==> config.mk <==
export PLATFORM = sky130hd
export DESIGN_NAME = rgb_to_hsv_converter_core
export DESIGN_NICKNAME = d
export VERILOG_FILES = /design/src/hdl/rgbhsv_pkg.sv /design/src/hdl/rgb_to_hsv_converter_core.sv
export SDC_FILE = /design/constraint.sdc
export NUM_CORES = 1
export LEC_CHECK = 0
export BUFFER_PORTS_ARGS = -buffer_cell sky130_fd_sc_hd__buf_4
export CAP_MARGIN = 20
export CORE_MARGIN = 2
export CORE_UTILIZATION = 36
export DETAILED_ROUTE_END_ITERATION = 8
export SLEW_MARGIN = 15
export SYNTH_ARGS = -nofsm -noshare
export SYNTH_HDL_FRONTEND = slang
export SYNTH_SLANG_ARGS = --single-unit
==> constraint.sdc <==
create_clock -name clk -period 12.2 [get_ports clk]
set_clock_uncertainty 0.2 [all_clocks]
set_input_delay 1.22 -clock clk [delete_from_list [all_inputs] [get_ports clk]]
set_output_delay 1.22 -clock clk [all_outputs]
set_load 0.005 [all_outputs]
==> src/hdl/rgbhsv_pkg.sv <==
// ----------------------------------------------------------------------------
// rgbhsv_pkg
// Shared constants, the divider stage type and the divider stage function
// for the RGB to HSV converter.
// ----------------------------------------------------------------------------
`default_nettype none

package rgbhsv_pkg;

	localparam int COMP_BITS       = 8;
	localparam int HUE_BITS        = 15;
	localparam int SAT_BITS        = 17;
	localparam int SAT_FRAC        = 16;
	localparam int OFF_BITS        = 12;
	localparam int SEXTANT         = 3840;
	localparam int HUE_FULL        = 6 * SEXTANT;
	localparam int SAT_STEPS       = SAT_FRAC + 1;
	localparam int OFF_STEPS       = OFF_BITS;
	localparam int STEPS_PER_STAGE = 3;
	localparam int DIV_STAGES      = (SAT_STEPS + STEPS_PER_STAGE - 1) / STEPS_PER_STAGE;
	localparam int PROD_BITS       = COMP_BITS + OFF_BITS;

	typedef struct packed {
		logic [COMP_BITS-1:0] bright;
		logic [COMP_BITS-1:0] delta;
		logic [COMP_BITS-1:0] sat_rem;
		logic [SAT_STEPS-1:0] sat_feed;
		logic [SAT_BITS-1:0]  sat_quo;
		logic [COMP_BITS-1:0] off_rem;
		logic [OFF_STEPS-1:0] off_feed;
		logic [OFF_BITS-1:0]  off_quo;
		logic [HUE_BITS-1:0]  hue_base;
		logic                 hue_neg;
		logic                 black;
		logic                 gray;
	} div_stage_t;

	// Several restoring steps of both long divisions.
	function automatic div_stage_t div_step(input div_stage_t x, input int unsigned stage);
		div_stage_t          y;
		logic [COMP_BITS:0]  trial;
		y = x;
		for (int s = 0; s < STEPS_PER_STAGE; s++) begin
			if (int'(stage) * STEPS_PER_STAGE + s < SAT_STEPS) begin
				trial = {y.sat_rem, y.sat_feed[SAT_STEPS-1]};
				if (trial >= {1'b0, y.bright}) begin
					y.sat_rem = COMP_BITS'(trial - {1'b0, y.bright});
					y.sat_quo = {y.sat_quo[SAT_BITS-2:0], 1'b1};
				end else begin
					y.sat_rem = trial[COMP_BITS-1:0];
					y.sat_quo = {y.sat_quo[SAT_BITS-2:0], 1'b0};
				end
				y.sat_feed = {y.sat_feed[SAT_STEPS-2:0], 1'b0};
			end
			if (int'(stage) * STEPS_PER_STAGE + s < OFF_STEPS) begin
				trial = {y.off_rem, y.off_feed[OFF_STEPS-1]};
				if (trial >= {1'b0, y.delta}) begin
					y.off_rem = COMP_BITS'(trial - {1'b0, y.delta});
					y.off_quo = {y.off_quo[OFF_BITS-2:0], 1'b1};
				end else begin
					y.off_rem = trial[COMP_BITS-1:0];
					y.off_quo = {y.off_quo[OFF_BITS-2:0], 1'b0};
				end
				y.off_feed = {y.off_feed[OFF_STEPS-2:0], 1'b0};
			end
		end
		return y;
	endfunction

endpackage

`default_nettype wire

==> src/hdl/rgb_to_hsv_converter_core.sv <==
// ----------------------------------------------------------------------------
// rgb_to_hsv_converter_core
// Converts one RGB pixel to hue (1/64 degree), saturation (x65536) and value.
// ----------------------------------------------------------------------------
// channel  | handshake           | payload
// input    | in_valid, in_ready  | red, green, blue
// output   | out_valid, out_ready| hue_sixtyfourths, saturation_frac, brightness
//
// One pixel per cycle sustained while the output is not stalled; the registers
// are the sextant decode, the divider setup, the divider stages and the output,
// with three quotient bits per divider stage over the 17-bit saturation quotient.
// Reset clears the stage valid bits only.
// A stalled output holds; bubbles collapse, since each stage loads when
// it is empty or the stage after it moves.
// ----------------------------------------------------------------------------
`default_nettype none

module rgb_to_hsv_converter_core (
	input  wire                                   clk,
	input  wire                                   arst_n,
	input  wire                                   in_valid,
	output logic                                  in_ready,
	input  wire  [rgbhsv_pkg::COMP_BITS-1:0]      red,
	input  wire  [rgbhsv_pkg::COMP_BITS-1:0]      green,
	input  wire  [rgbhsv_pkg::COMP_BITS-1:0]      blue,
	output logic                                  out_valid,
	input  wire                                   out_ready,
	output logic [rgbhsv_pkg::HUE_BITS-1:0]       hue_sixtyfourths,
	output logic [rgbhsv_pkg::SAT_BITS-1:0]       saturation_frac,
	output logic [rgbhsv_pkg::COMP_BITS-1:0]      brightness
);

	localparam int CB = rgbhsv_pkg::COMP_BITS;
	localparam int HB = rgbhsv_pkg::HUE_BITS;
	localparam int NS = rgbhsv_pkg::DIV_STAGES;

	// stage 1: sextant decode
	logic          valid_s1;
	logic [CB-1:0] mx_s1, d_s1, num_s1;
	logic [HB-1:0] base_s1;
	logic          neg_s1;

	logic [CB-1:0] mx_c, mn_c, num_c;
	logic [HB-1:0] base_c;
	logic          neg_c;

	// stage 2: divider setup; div_s[k] is stage k + 3
	logic                   valid_s2;
	rgbhsv_pkg::div_stage_t init_s2;
	rgbhsv_pkg::div_stage_t init_c;
	logic [rgbhsv_pkg::PROD_BITS-1:0] prod_c;

	logic                   div_valid_s [NS];
	rgbhsv_pkg::div_stage_t div_s       [NS];
	logic [NS-1:0]          div_load;
	logic [NS-1:0]          div_next_ready;

	logic load_s1, load_s2, load_out;

	rgbhsv_pkg::div_stage_t last_c;
	logic [HB-1:0]          hue_c;

	assign load_out = !out_valid || out_ready;
	assign load_s2  = !valid_s2 || div_load[0];
	assign load_s1  = !valid_s1 || load_s2;
	assign in_ready = load_s1;

	always_comb begin
		mx_c = (red > green) ? red : green;
		if (blue > mx_c)
			mx_c = blue;
		mn_c = (red < green) ? red : green;
		if (blue < mn_c)
			mn_c = blue;
		priority if (mx_c == red) begin
			if (mn_c == green) begin
				base_c = HB'(5 * rgbhsv_pkg::SEXTANT);
				neg_c  = 1'b0;
				num_c  = mx_c - blue;
			end else begin
				base_c = HB'(rgbhsv_pkg::SEXTANT);
				neg_c  = 1'b1;
				num_c  = mx_c - green;
			end
		end else if (mx_c == green) begin
			if (mn_c == blue) begin
				base_c = HB'(rgbhsv_pkg::SEXTANT);
				neg_c  = 1'b0;
				num_c  = mx_c - red;
			end else begin
				base_c = HB'(3 * rgbhsv_pkg::SEXTANT);
				neg_c  = 1'b1;
				num_c  = mx_c - blue;
			end
		end else begin
			if (mn_c == red) begin
				base_c = HB'(3 * rgbhsv_pkg::SEXTANT);
				neg_c  = 1'b0;
				num_c  = mx_c - green;
			end else begin
				base_c = HB'(5 * rgbhsv_pkg::SEXTANT);
				neg_c  = 1'b1;
				num_c  = mx_c - red;
			end
		end
	end

	always_ff @(posedge clk or negedge arst_n) begin
		if (!arst_n) begin
			valid_s1 <= 1'b0;
		end else if (load_s1) begin
			valid_s1 <= in_valid;
		end
	end

	always_ff @(posedge clk) begin
		if (load_s1 && in_valid) begin
			mx_s1   <= mx_c;
			d_s1    <= mx_c - mn_c;
			num_s1  <= num_c;
			base_s1 <= base_c;
			neg_s1  <= neg_c;
		end
	end

	always_comb begin
		prod_c = rgbhsv_pkg::PROD_BITS'(num_s1) *
			rgbhsv_pkg::PROD_BITS'(rgbhsv_pkg::SEXTANT);
		init_c          = '0;
		init_c.bright   = mx_s1;
		init_c.delta    = d_s1;
		init_c.sat_rem  = d_s1 >> 1;
		init_c.sat_feed = {d_s1[0], {rgbhsv_pkg::SAT_FRAC{1'b0}}};
		init_c.off_rem  = prod_c[rgbhsv_pkg::PROD_BITS-1:rgbhsv_pkg::OFF_BITS];
		init_c.off_feed = prod_c[rgbhsv_pkg::OFF_BITS-1:0];
		init_c.hue_base = base_s1;
		init_c.hue_neg  = neg_s1;
		init_c.black    = (mx_s1 == '0);
		init_c.gray     = (d_s1 == '0);
	end

	always_ff @(posedge clk or negedge arst_n) begin
		if (!arst_n) begin
			valid_s2 <= 1'b0;
		end else if (load_s2) begin
			valid_s2 <= valid_s1;
		end
	end

	always_ff @(posedge clk) begin
		if (load_s2 && valid_s1)
			init_s2 <= init_c;
	end

	for (genvar k = 0; k < NS; k++) begin : g_div
		if (k == NS - 1) begin : g_tail
			assign div_next_ready[k] = load_out;
		end else begin : g_body
			assign div_next_ready[k] = div_load[k+1];
		end
		assign div_load[k] = !div_valid_s[k] || div_next_ready[k];

		if (k == 0) begin : g_first
			always_ff @(posedge clk or negedge arst_n) begin
				if (!arst_n) begin
					div_valid_s[k] <= 1'b0;
				end else if (div_load[k]) begin
					div_valid_s[k] <= valid_s2;
				end
			end
			always_ff @(posedge clk) begin
				if (div_load[k] && valid_s2)
					div_s[k] <= rgbhsv_pkg::div_step(init_s2, k);
			end
		end else begin : g_next
			always_ff @(posedge clk or negedge arst_n) begin
				if (!arst_n) begin
					div_valid_s[k] <= 1'b0;
				end else if (div_load[k]) begin
					div_valid_s[k] <= div_valid_s[k-1];
				end
			end
			always_ff @(posedge clk) begin
				if (div_load[k] && div_valid_s[k-1])
					div_s[k] <= rgbhsv_pkg::div_step(div_s[k-1], k);
			end
		end
	end

	always_comb begin
		last_c = div_s[NS-1];
		if (last_c.gray)
			hue_c = '0;
		else if (last_c.hue_neg)
			hue_c = last_c.hue_base - HB'(last_c.off_quo);
		else
			hue_c = last_c.hue_base + HB'(last_c.off_quo);
	end

	always_ff @(posedge clk or negedge arst_n) begin
		if (!arst_n) begin
			out_valid <= 1'b0;
		end else if (load_out) begin
			out_valid <= div_valid_s[NS-1];
		end
	end

	always_ff @(posedge clk) begin
		if (load_out && div_valid_s[NS-1]) begin
			hue_sixtyfourths <= hue_c;
			saturation_frac  <= last_c.black ? '0 : last_c.sat_quo;
			brightness       <= last_c.bright;
		end
	end

endmodule

`default_nettype wire

==> run summary <==
Crit path max fanout: 13
Data arrival, critical path: 8.28 ns
Syn nets: 2,955
Post-CTS setup buffers: 0
Via count: 19,393
Min-delay src: base_s1[14]
Gpl congestion: 0.908
CTS root buf: clkbuf_16
H-tree lvl count: 2
Fin. Hold Viols: 0
Sink Count: 408
Post-synthesis adder-cell area fraction: 15.1%
Min-Delay Path Depth: 0
Crit path top cell by count: o21ai_0
Rows: 102
Maximum clock frequency: 0.122 GHz
Ys Warns: 0
Synth top cells by count: edfxtp_1 (399), ha_1 (287), inv_1 (231)
Count leader, synth: edfxtp_1
Rel. slew slack: 33.1%
# hold bufs at CTS: 0
Post-synth top area share: 43.0%
Fraction of synthesized area in multiplexers: 4.21%
Actual slew at the worst max-slew pin: 1.00 ns
Top FF cell, synth: edfxtp_1
Synth Register Bits: 408
Initial antenna violation count: 1
Synth unique cells: 94
Hold WS: 0.206 ns
Fin nets: 3,028
Area Overhead vs Synth: 11.3%
Critical path type: flip-flop to flip-flop
HPWL after DPL: 47,700 µm
Via/cell ratio: 5.16
Final period util: 67.1%
DRT Pass-1 Iters: 5
Reg2reg start: init_s2[93]
Cell taking the most area after synthesis: edfxtp_1
Clock tree buffer depth: 3
RSZ-0062 raised after global routing: no
Gr usage total: 15.2%
Ranking of synthesized cells by area: edfxtp_1 (43%), ha_1 (13%), xnor2_1 (4.0%), a21oi_1 (3.5%), inv_1 (3.1%)
Tmin final: 8.19 ns
1st-iter DRT viols: 1,180
CTS buffer count: 43
Worst-Skew Late Latency: 0.56 ns
Full die area: 0.0796 mm²
Worst-path clk slew: 0.06 ns
Share of flip-flops with an asynchronous set or reset: 2.21%
First-pass GRT wire length: 98,900 µm
Synthesized cell area: 0.0279 mm²
R2r endpoint: div_s[0][49]
Hold Path End: init_s2[17]
EDFF count, synth: 399
Synthesized area per cell: 10.7 µm²
CTS tree: built
Port buffer count: 69
Vias in the first global route: 19,466
Final Slew Violations: 0
I/O Pins: 70
Initial Util: 36.1%
Slowest library cell on the worst path: nand4b_1
CP Launch Type: flip-flop
ANT cells: 0
Complex-gate fraction of the synthesized area: 14.9%
Register area share after synthesis: 43.8%
CTS-repair resized insts: 0
Share of cells above drive strength 1: 10.1%
Critical Path RT: 12.29 ns
Xor and xnor fraction of the mapped netlist area: 6.10%
R2r worst-path depth: 30
Critical Path End Type: flip-flop
Final setup viols: 0
Post-route ant nets: 0
Setup total negative slack: 0 ns
Total grt overflow: 0
Status: finished clean
Die Wd: 282 µm
WL final: 60,300 µm
Largest family of logic cells by synthesized area: adder cells
Routed WL per cell: 16.1 µm
R2R Setup Slk: 4.01 ns
Crit-path max cell delay: 0.58 ns
Die Span Y: 282 µm
Max Cap Viol: 0
Min-delay worst type: flip-flop to flip-flop
Cells after Synth: 2,609
Core area: 0.0771 mm²
DR DRC count: 0
Largest net degree at the start of global routing: 52
Post-Synth Simple-Gate Area: 11.8%
## sequential cells by signal (all words and copies together), names as in the netlist
name and count:
base_s1 4, brightness 8, d_s1 8, div_s 295, div_valid_s 6, hue_sixtyfourths 15, init_s2 35, mx_s1 8
neg_s1 1, num_s1 8, out_valid 1, saturation_frac 17, valid_s1 1, valid_s2 1
## worst max-delay path by stage
stage,startpoint,end,slack (ns),cells past startpoint
3_5_place_dp,init_s2[93],div_s[0][48],4.16,30
4_1_cts,init_s2[93],div_s[0][48],4.11,30
2_1_floorplan,green[1],num_s1[7],4.91,28
6_report,init_s2[93],div_s[0][49],4.01,30
5_1_grt,init_s2[93],div_s[0][48],3.32,30
3_3_place_gp,init_s2[93],div_s[0][47],4.43,30
## cells by family (layout without fill, tap and decap cells)
family	after synthesis	count (layout)
adders and majority gates	318	318
buffers and inverters	288	396
DFF	408	408
and+or+nand+nor	666	666
muxes	105	105
xor gates and xnor gates	194	194
AOI/OAI and AO/OA	630	630
## cell usage in the layout, fill, tap and decap left out, types with 8 or more instances in the layout
master,count
mux2_4,9
a31oi_1,11
o21a_1,24
mux2_1,24
a22oi_1,8
or3_1,19
nand3_1,52
o31a_1,8
dfrtp_1,9
a211o_1,11
xor2_1,68
buf_4,81
clkinv_2,13
a21boi_0,13
nor2b_1,63
o21bai_1,22
o21ai_1,18
and2_1,15
nand2b_1,46
nor2_1,190
a21o_1,61
a21oi_1,195
clkbuf_16,44
fa_1,31
ha_1,287
mux2_2,35
o211ai_1,15
edfxtp_1,399
o31ai_1,17
mux2i_1,36
xnor2_1,126
a211oi_1,8
or2_2,21
nor3_1,32
inv_1,231
nand4_1,26
o21ai_0,134
and3_1,8
nand2_1,150
## per-stage QoR
stage          util (%)  std cells  area, µm²  worst slack, ns
3_3_place_gp       38.3       3673      29500             4.43
3_5_place_dp       38.3       3673      29500             4.16
6_report           40.2       3757      31000             4.01
2_1_floorplan         -       2609      27900             4.91
4_1_cts            40.2       3753      31000             4.11
5_1_grt            40.2       3757      31000             3.32
## per-layer routing
metal	part of all wire (%)	track usage (%)	vias to the layer above	wire, µm
met4	2.6	4.52	2	1550
met3	4.2	2.31	112	2550
met1	45	19.7	9260	27100
met5	0.022	0	-	13
li1	-	-	9637	-
met2	48	26.3	382	29100
## worst max-delay path, delay by kind of cell (launching register included)
kind	cells	cell delay, ns
compound gates	18	3.66
simple gates	6	1.71
fa+ha+maj	3	0.93
buf+inv	2	0.52
flops	1	0.50
mux	1	0.40
## final cells by class
class | count | area [µm²]
Fill cell | 7352 | 46100
Multi-Input combinational cell | 1913 | 14600
Sequential cell | 408 | 12200
Tap cell | 1040 | 1300
Clock buffer | 50 | 1160
Inverter | 233 | 875
Timing Repair Buffer | 83 | 648
Clock inverter | 30 | 251
Power is left out: the tool's default activity adds up to more than one toggle a clock period on the data nets, which glitch-free logic cannot reach.
